File: src/hdl/ttsu_pkg.sv
// Package with the slot record type, codes and sizes of the time-triggered task scheduler.
`default_nettype none
package ttsu_pkg;

    localparam int TASK_SLOTS  = 8;
    localparam int MAX_RESULTS = 8;
    localparam int IDX_W       = (TASK_SLOTS > 1) ? $clog2(TASK_SLOTS) : 1;
    localparam int RES_W       = $clog2(MAX_RESULTS + 1);

    localparam logic [1:0] OP_ADD      = 2'd0;
    localparam logic [1:0] OP_DELETE   = 2'd1;
    localparam logic [1:0] OP_TICK     = 2'd2;
    localparam logic [1:0] OP_DISPATCH = 2'd3;

    localparam logic [2:0] KIND_ADDED       = 3'd0;
    localparam logic [2:0] KIND_TABLE_FULL  = 3'd1;
    localparam logic [2:0] KIND_DELETED     = 3'd2;
    localparam logic [2:0] KIND_DEL_EMPTY   = 3'd3;
    localparam logic [2:0] KIND_TICK_DONE   = 3'd4;
    localparam logic [2:0] KIND_RUN_TASK    = 3'd5;
    localparam logic [2:0] KIND_NO_DISPATCH = 3'd6;

    localparam logic [1:0] ERR_NONE        = 2'd0;
    localparam logic [1:0] ERR_TOO_MANY    = 2'd1;
    localparam logic [1:0] ERR_CANT_DELETE = 2'd2;

    localparam logic [3:0] FULL_SLOT = 4'(TASK_SLOTS % 16);

    typedef struct packed {
        logic [7:0]  handle;
        logic [15:0] delay;
        logic [15:0] period;
        logic [7:0]  pending;
    } slot_rec_t;

    function automatic logic [3:0] slot_code(input logic [IDX_W-1:0] v);
        logic [IDX_W+3:0] w;
        w = {4'b0000, v};
        return w[3:0];
    endfunction

endpackage
`default_nettype wire

File: src/hdl/ttsu_cell.sv
// One slot cell of the scheduler ring, holding a task record and passing it on.
`default_nettype none
module ttsu_cell
    import ttsu_pkg::*;
(
    input  wire logic      clk,
    input  wire logic      rst_n,
    input  wire logic      shift_en,
    input  wire slot_rec_t rec_in,
    output slot_rec_t      rec_out
);

    slot_rec_t rec_reg;

    always_ff @(posedge clk or negedge rst_n)
    begin
        if (!rst_n)
        begin
            rec_reg <= '0;
        end
        else if (shift_en)
        begin
            rec_reg <= rec_in;
        end
    end

    assign rec_out = rec_reg;

endmodule
`default_nettype wire

File: src/hdl/time_triggered_task_scheduler_unit.sv
// Top level of the time-triggered task scheduler: slot ring, head update and request control.
// Each request makes one full turn of the slot ring before its final result,
// and the ring moves one slot past the head update per cycle.
// A new request is accepted once busy falls, so a request enters only after the last one has finished.
// Dispatch run results appear during the turn, the last one at the end; results cannot be stalled.
// Reset clears all slots, the sticky error and the control state.
`default_nettype none
module time_triggered_task_scheduler_unit
    import ttsu_pkg::*;
(
    input  wire logic        clk,
    input  wire logic        rst_n,
    input  wire logic        start,
    output logic             busy,
    input  wire logic [1:0]  operation,
    input  wire logic [7:0]  task_handle,
    input  wire logic [15:0] first_delay,
    input  wire logic [15:0] repeat_period,
    input  wire logic [2:0]  slot_index,
    output logic             result_valid,
    output logic [2:0]       kind,
    output logic [3:0]       slot,
    output logic [7:0]       run_handle,
    output logic             last,
    output logic [1:0]       error_code
);

    localparam logic [1:0] ST_IDLE = 2'd0;
    localparam logic [1:0] ST_SCAN = 2'd1;
    localparam logic [1:0] ST_DONE = 2'd2;

    slot_rec_t chain [TASK_SLOTS];
    slot_rec_t head_next;

    logic [1:0]       state_reg, state_next;
    logic [IDX_W-1:0] cnt_reg, cnt_next;
    logic [1:0]       op_reg;
    logic [7:0]       handle_reg;
    logic [15:0]      delay_reg;
    logic [15:0]      period_reg;
    logic [2:0]       index_reg;
    logic             found_reg, found_next;
    logic [IDX_W-1:0] found_slot_reg, found_slot_next;
    logic             del_empty_reg, del_empty_next;
    logic [1:0]       error_reg, error_next;
    logic [RES_W-1:0] nres_reg, nres_next;
    logic             buf_valid_reg, buf_valid_next;
    logic [IDX_W-1:0] buf_slot_reg, buf_slot_next;
    logic [7:0]       buf_handle_reg, buf_handle_next;

    logic             valid_next;
    logic [2:0]       kind_next;
    logic [3:0]       slot_next;
    logic [7:0]       run_handle_next;
    logic             last_next;
    logic [1:0]       error_code_next;

    logic             shift_en;
    logic             accept;
    logic             in_range;
    slot_rec_t        head;

    assign busy     = (state_reg != ST_IDLE);
    assign accept   = start && !busy;
    assign shift_en = (state_reg == ST_SCAN);
    assign head     = chain[0];
    assign in_range = (32'(index_reg) < TASK_SLOTS);

    for (genvar i = 0; i < TASK_SLOTS; i++)
    begin : g_cell
        slot_rec_t cell_in;
        if (i == TASK_SLOTS - 1)
        begin : g_tail
            assign cell_in = head_next;
        end
        else
        begin : g_mid
            assign cell_in = chain[i+1];
        end
        ttsu_cell u_cell (
            .clk      (clk),
            .rst_n    (rst_n),
            .shift_en (shift_en),
            .rec_in   (cell_in),
            .rec_out  (chain[i])
        );
    end

    always_comb
    begin
        state_next      = state_reg;
        cnt_next        = cnt_reg;
        found_next      = found_reg;
        found_slot_next = found_slot_reg;
        del_empty_next  = del_empty_reg;
        error_next      = error_reg;
        nres_next       = nres_reg;
        buf_valid_next  = buf_valid_reg;
        buf_slot_next   = buf_slot_reg;
        buf_handle_next = buf_handle_reg;
        head_next       = head;
        valid_next      = 1'b0;
        kind_next       = kind;
        slot_next       = slot;
        run_handle_next = run_handle;
        last_next       = last;
        error_code_next = error_code;

        unique case (state_reg)
            ST_IDLE:
            begin
                if (accept)
                begin
                    state_next     = ST_SCAN;
                    cnt_next       = '0;
                    found_next     = 1'b0;
                    del_empty_next = 1'b0;
                    nres_next      = '0;
                    buf_valid_next = 1'b0;
                end
            end
            ST_SCAN:
            begin
                unique case (op_reg)
                    OP_ADD:
                    begin
                        if (!found_reg && head.handle == 8'd0)
                        begin
                            head_next.handle  = handle_reg;
                            head_next.delay   = delay_reg;
                            head_next.period  = period_reg;
                            head_next.pending = 8'd0;
                            found_next        = 1'b1;
                            found_slot_next   = cnt_reg;
                        end
                    end
                    OP_DELETE:
                    begin
                        if (32'(cnt_reg) == 32'(index_reg))
                        begin
                            del_empty_next = (head.handle == 8'd0);
                            head_next      = '0;
                        end
                    end
                    OP_TICK:
                    begin
                        if (head.handle != 8'd0)
                        begin
                            if (head.delay == 16'd0)
                            begin
                                if (head.pending != 8'd255)
                                begin
                                    head_next.pending = head.pending + 8'd1;
                                end
                                if (head.period != 16'd0)
                                begin
                                    head_next.delay = head.period;
                                end
                            end
                            else
                            begin
                                head_next.delay = head.delay - 16'd1;
                            end
                        end
                    end
                    OP_DISPATCH:
                    begin
                        if (head.pending != 8'd0 && nres_reg < RES_W'(MAX_RESULTS))
                        begin
                            head_next.pending = head.pending - 8'd1;
                            if (head.period == 16'd0)
                            begin
                                if (head.handle == 8'd0)
                                begin
                                    error_next = ERR_CANT_DELETE;
                                end
                                head_next = '0;
                            end
                            if (buf_valid_reg)
                            begin
                                valid_next      = 1'b1;
                                kind_next       = KIND_RUN_TASK;
                                slot_next       = slot_code(buf_slot_reg);
                                run_handle_next = buf_handle_reg;
                                last_next       = 1'b0;
                                error_code_next = error_reg;
                            end
                            buf_valid_next  = 1'b1;
                            buf_slot_next   = cnt_reg;
                            buf_handle_next = head.handle;
                            nres_next       = nres_reg + RES_W'(1);
                        end
                    end
                    default:
                    begin
                    end
                endcase
                if (cnt_reg == IDX_W'(TASK_SLOTS - 1))
                begin
                    state_next = ST_DONE;
                end
                else
                begin
                    cnt_next = cnt_reg + IDX_W'(1);
                end
            end
            ST_DONE:
            begin
                state_next      = ST_IDLE;
                valid_next      = 1'b1;
                last_next       = 1'b1;
                run_handle_next = 8'd0;
                slot_next       = 4'd0;
                unique case (op_reg)
                    OP_ADD:
                    begin
                        if (found_reg)
                        begin
                            kind_next = KIND_ADDED;
                            slot_next = slot_code(found_slot_reg);
                        end
                        else
                        begin
                            kind_next  = KIND_TABLE_FULL;
                            slot_next  = FULL_SLOT;
                            error_next = ERR_TOO_MANY;
                        end
                    end
                    OP_DELETE:
                    begin
                        slot_next = {1'b0, index_reg};
                        if (!in_range || del_empty_reg)
                        begin
                            kind_next  = KIND_DEL_EMPTY;
                            error_next = ERR_CANT_DELETE;
                        end
                        else
                        begin
                            kind_next = KIND_DELETED;
                        end
                    end
                    OP_TICK:
                    begin
                        kind_next = KIND_TICK_DONE;
                    end
                    OP_DISPATCH:
                    begin
                        if (buf_valid_reg)
                        begin
                            kind_next       = KIND_RUN_TASK;
                            slot_next       = slot_code(buf_slot_reg);
                            run_handle_next = buf_handle_reg;
                        end
                        else
                        begin
                            kind_next = KIND_NO_DISPATCH;
                        end
                    end
                    default:
                    begin
                    end
                endcase
                error_code_next = error_next;
            end
            default:
            begin
                state_next = ST_IDLE;
            end
        endcase
    end

    always_ff @(posedge clk or negedge rst_n)
    begin
        if (!rst_n)
        begin
            state_reg     <= ST_IDLE;
            cnt_reg       <= '0;
            found_reg     <= 1'b0;
            del_empty_reg <= 1'b0;
            error_reg     <= ERR_NONE;
            nres_reg      <= '0;
            buf_valid_reg <= 1'b0;
            result_valid  <= 1'b0;
        end
        else
        begin
            state_reg     <= state_next;
            cnt_reg       <= cnt_next;
            found_reg     <= found_next;
            del_empty_reg <= del_empty_next;
            error_reg     <= error_next;
            nres_reg      <= nres_next;
            buf_valid_reg <= buf_valid_next;
            result_valid  <= valid_next;
        end
    end

    always_ff @(posedge clk)
    begin
        if (accept)
        begin
            op_reg     <= operation;
            handle_reg <= task_handle;
            delay_reg  <= first_delay;
            period_reg <= repeat_period;
            index_reg  <= slot_index;
        end
        found_slot_reg <= found_slot_next;
        buf_slot_reg   <= buf_slot_next;
        buf_handle_reg <= buf_handle_next;
        kind           <= kind_next;
        slot           <= slot_next;
        run_handle     <= run_handle_next;
        last           <= last_next;
        error_code     <= error_code_next;
    end

endmodule
`default_nettype wire
File: config.mk
export PLATFORM = sky130hd
export DESIGN_NAME = time_triggered_task_scheduler_unit
export DESIGN_NICKNAME = d
export VERILOG_FILES = /design/src/hdl/ttsu_pkg.sv /design/src/hdl/ttsu_cell.sv /design/src/hdl/time_triggered_task_scheduler_unit.sv
export SDC_FILE = /design/constraint.sdc
export NUM_CORES = 1
export LEC_CHECK = 0
export ABC_CLOCK_PERIOD_IN_PS = 7450
export BUFFER_PORTS_ARGS = -buffer_cell sky130_fd_sc_hd__buf_4
export CAP_MARGIN = 5
export CORE_MARGIN = 10
export CORE_UTILIZATION = 50
export CTS_BUF_LIST = sky130_fd_sc_hd__clkbuf_4 sky130_fd_sc_hd__clkbuf_8
export CTS_CLUSTER_SIZE = 25
export DETAILED_ROUTE_END_ITERATION = 8
export HOLD_SLACK_MARGIN = 0.02
export PLACE_DENSITY = 0.64
export SETUP_SLACK_MARGIN = 0.3
export SYNTH_ARGS = -nofsm -noshare
export SYNTH_HDL_FRONTEND = slang
export SYNTH_SLANG_ARGS = --single-unit
File: constraint.sdc
create_clock -name clk -period 7.45 [get_ports clk]
set_input_delay 1.8625 -clock clk [delete_from_list [all_inputs] [get_ports clk]]
set_output_delay 1.8625 -clock clk [all_outputs]
set_load 0.005 [all_outputs]
==> metrics.csv <==
metric,value,unit
IO Port Bufs,67,
routed length per instance,19.95,um
Cell variety after synth,75,
Crit path top cell by count,inv_1,
setup_tns,0,ps
cell taking the most area after synthesis,dfrtp_1,
area grow syn2layout,13.24,%
internal power,6.778,mW
P_sw,3.201,mW
Worst path max stage delay,410,ps
Worst Hold Class,flop to flop,
TritonCTS Buffers,76,
Chip Width,217.1,um
Mapped Nets,1445,
Vert. Die Dim,217.1,um
number of hold buffers added after cts,0,
Layout Nets,1521,
final hold vios,0,
period utilization,47.95,%
ys async rst share,83.82,%
"count leader, synth",dfrtp_1,
clock skew,30.86,ps
largest net degree at the start of global routing,191,
final WL,40630,um
Max Cap Violations,0,
Final Max Slew Viols,0,
clk slew on worst S/H paths,70,ps
max reg flops,384,
worst-path fanout max,7,
Post-route DRC,0,
reg-to-reg setup timing slack,4570,ps
Reg area,0.01230,mm^2
Main synth FF type,dfrtp_1,
core area,0.03856,mm^2
num rows,72,
Post-synth top cells,"dfrtp_1, mux2_2, nor2_1",
number of DRC markers in iteration 0,1027,
Pwr Density,453.7,mW/mm^2
CP Buf/Inv Count,3,
CTS H-tree depth,3,
I/O Pins,68,
gr ovfl total,0,
Antenna diodes,0,
top-area cell type share of the netlist area,51.40,%
area occupied by multi-input gates,0.006761,mm^2
slowest CP cell,dfrtp_1,
post-synthesis sequential area ratio,63.30,%
WP data arrival,1710,ps
Place WS,4008,ps
Syn Inst Count,1385,
minimum clock period after layout,3572,ps
Worst Setup Start Kind,flop,
Required @ worst endpoint,5590,ps
Netlist Area Pre-Place,0.01942,mm^2
clock root buffer,clkbuf_8,
Post-Syn Area per Cell,14.03,um^2
Max transition margin,23.46,%
Via Count,11535,
HPWL after detailed placement,25140,um
crit end category,primary output,
Fmax,279.9,MHz
Post-DRT Antenna Nets,0,
final setup violation count,0,
Pleak,9.383,nW
drt via density,5.663,
final core occ,57.05,%
Skew-Pair Late Insertion Delay,640,ps
Post-CTS Resized,0,
RSZ-0062 raised after global routing,false,
Post-synth EDFFs,77,
Tot GR Track Use,17.27,%
Worst VDD drop,0.3272,mV
Reg power frac,45.6,%
yosys warns,0,
share of cells above drive strength 1,38.58,%
vias in the first global route,11764,
filler cell count,3179,
outcome,"finished, final reports clean",
synth top area cells,"dfrtp_1, mux2_2, edfxtp_1, nor2_1, clkbuf_1",
family with the most delay on the worst path,flip-flops,
die area,0.04713,mm^2
CTS tree,yes,
gpl congestion,0.8532,
"FF+latch count, synth",476,
Critical Setup Path Class,flop to primary output,
sw frac,32.08,%
post-CTS setup buffers,0,
DRT Pass-1 Iters,6,
Power Total,9.979,mW
initial antenna violation count,0,
clk buf depth,3,
Clock power frac,22.8,%
CP cell instances,inv_1 > ha_1 > inv_1 > buf_4,
first-pass GRT wire length,65360,um
number of clock sinks,476,
final worst setup slack,3878,ps
Comb power frac,31.6,%
Worst Tran Pin Value,1148,ps
initial core utilization,50.38,%
==> per-stage QoR <==
step	instances	hold WS, ps	instance area, um^2
floorplan	1385	445.8	19420
global placement	1901	466.8	20420
detailed placement	1901	470.7	20420
CTS	2037	492.2	22000
global route	2037	512.5	22000
finish	2037	489.0	22000
==> cells in the final DEF, fill, tap and decap left out, drive strengths merged, types with 21 or more instances in the layout <==
master and instances:
mux2 346, nand2 46, a221oi 28, nor3 21, edfxtp 77, a21oi 43, clkbuf 121, inv 21
buf 79, nor2 96, dfrtp 399, o21ai 50
==> layer usage <==
metal	wire length [um]	global-route usage [%]
met3	1744	3.620
met2	19400	27.43
met5	0	0
met4	1034	6.106
met1	18460	23.18
==> tightest hold or removal path, stage by stage, from the launching register on <==
cell,delay [ps]
dfrtp_1,350
nand2_1,50
o21ai_0,60
==> kinds of logic (layout without fill, tap and decap cells) <==
logic type / count (synthesis) / count (layout) / share of synthesized area (%)
flops: 476 / 476 / 63.30
mux: 352 / 352 / 20.37
simple gates: 235 / 235 / 5.958
compound gates: 208 / 208 / 7.350
buf+inv: 98 / 232 / 2.068
fa+ha+maj: 12 / 12 / 0.7729
xor+xnor: 4 / 4 / 0.1803
==> power by group through the flow <==
stage / logic, mW / registers, mW / clock network [mW]
detailed placement: 3.17 / 4.59 / 0
floorplan: 2.67 / 4.23 / 0
CTS: 3.19 / 4.55 / 2.34
global placement: 3.07 / 4.55 / 0
finish: 3.16 / 4.55 / 2.27
global route: 3.48 / 4.68 / 2.47
==> worst paths after layout <==
path	startpoint	end	cells after the start
max	state_reg[0]	busy	4
min	g_cell[1].u_cell.rec_out[37]	g_cell[0].u_cell.rec_out[37]	2
max reg2reg	state_reg[1]	run_handle[2]	5
min reg2reg	g_cell[1].u_cell.rec_out[37]	g_cell[0].u_cell.rec_out[37]	2
max in group asynchronous	rst_n	g_cell[7].u_cell.rec_out[33]	2
min in group asynchronous	rst_n	nres_reg[0]	1
==> final cells by class <==
class | instances | share of cell area [%]
Tap cell | 518 | 2.946
Sequential cell | 476 | 55.90
Inverter | 17 | 0.2901
Timing Repair Buffer | 79 | 2.958
Clock buffer | 121 | 6.689
Clock inverter | 15 | 0.4778
Multi-Input combinational cell | 811 | 30.74
No activity file was read; power rests on OpenSTA's default activity.
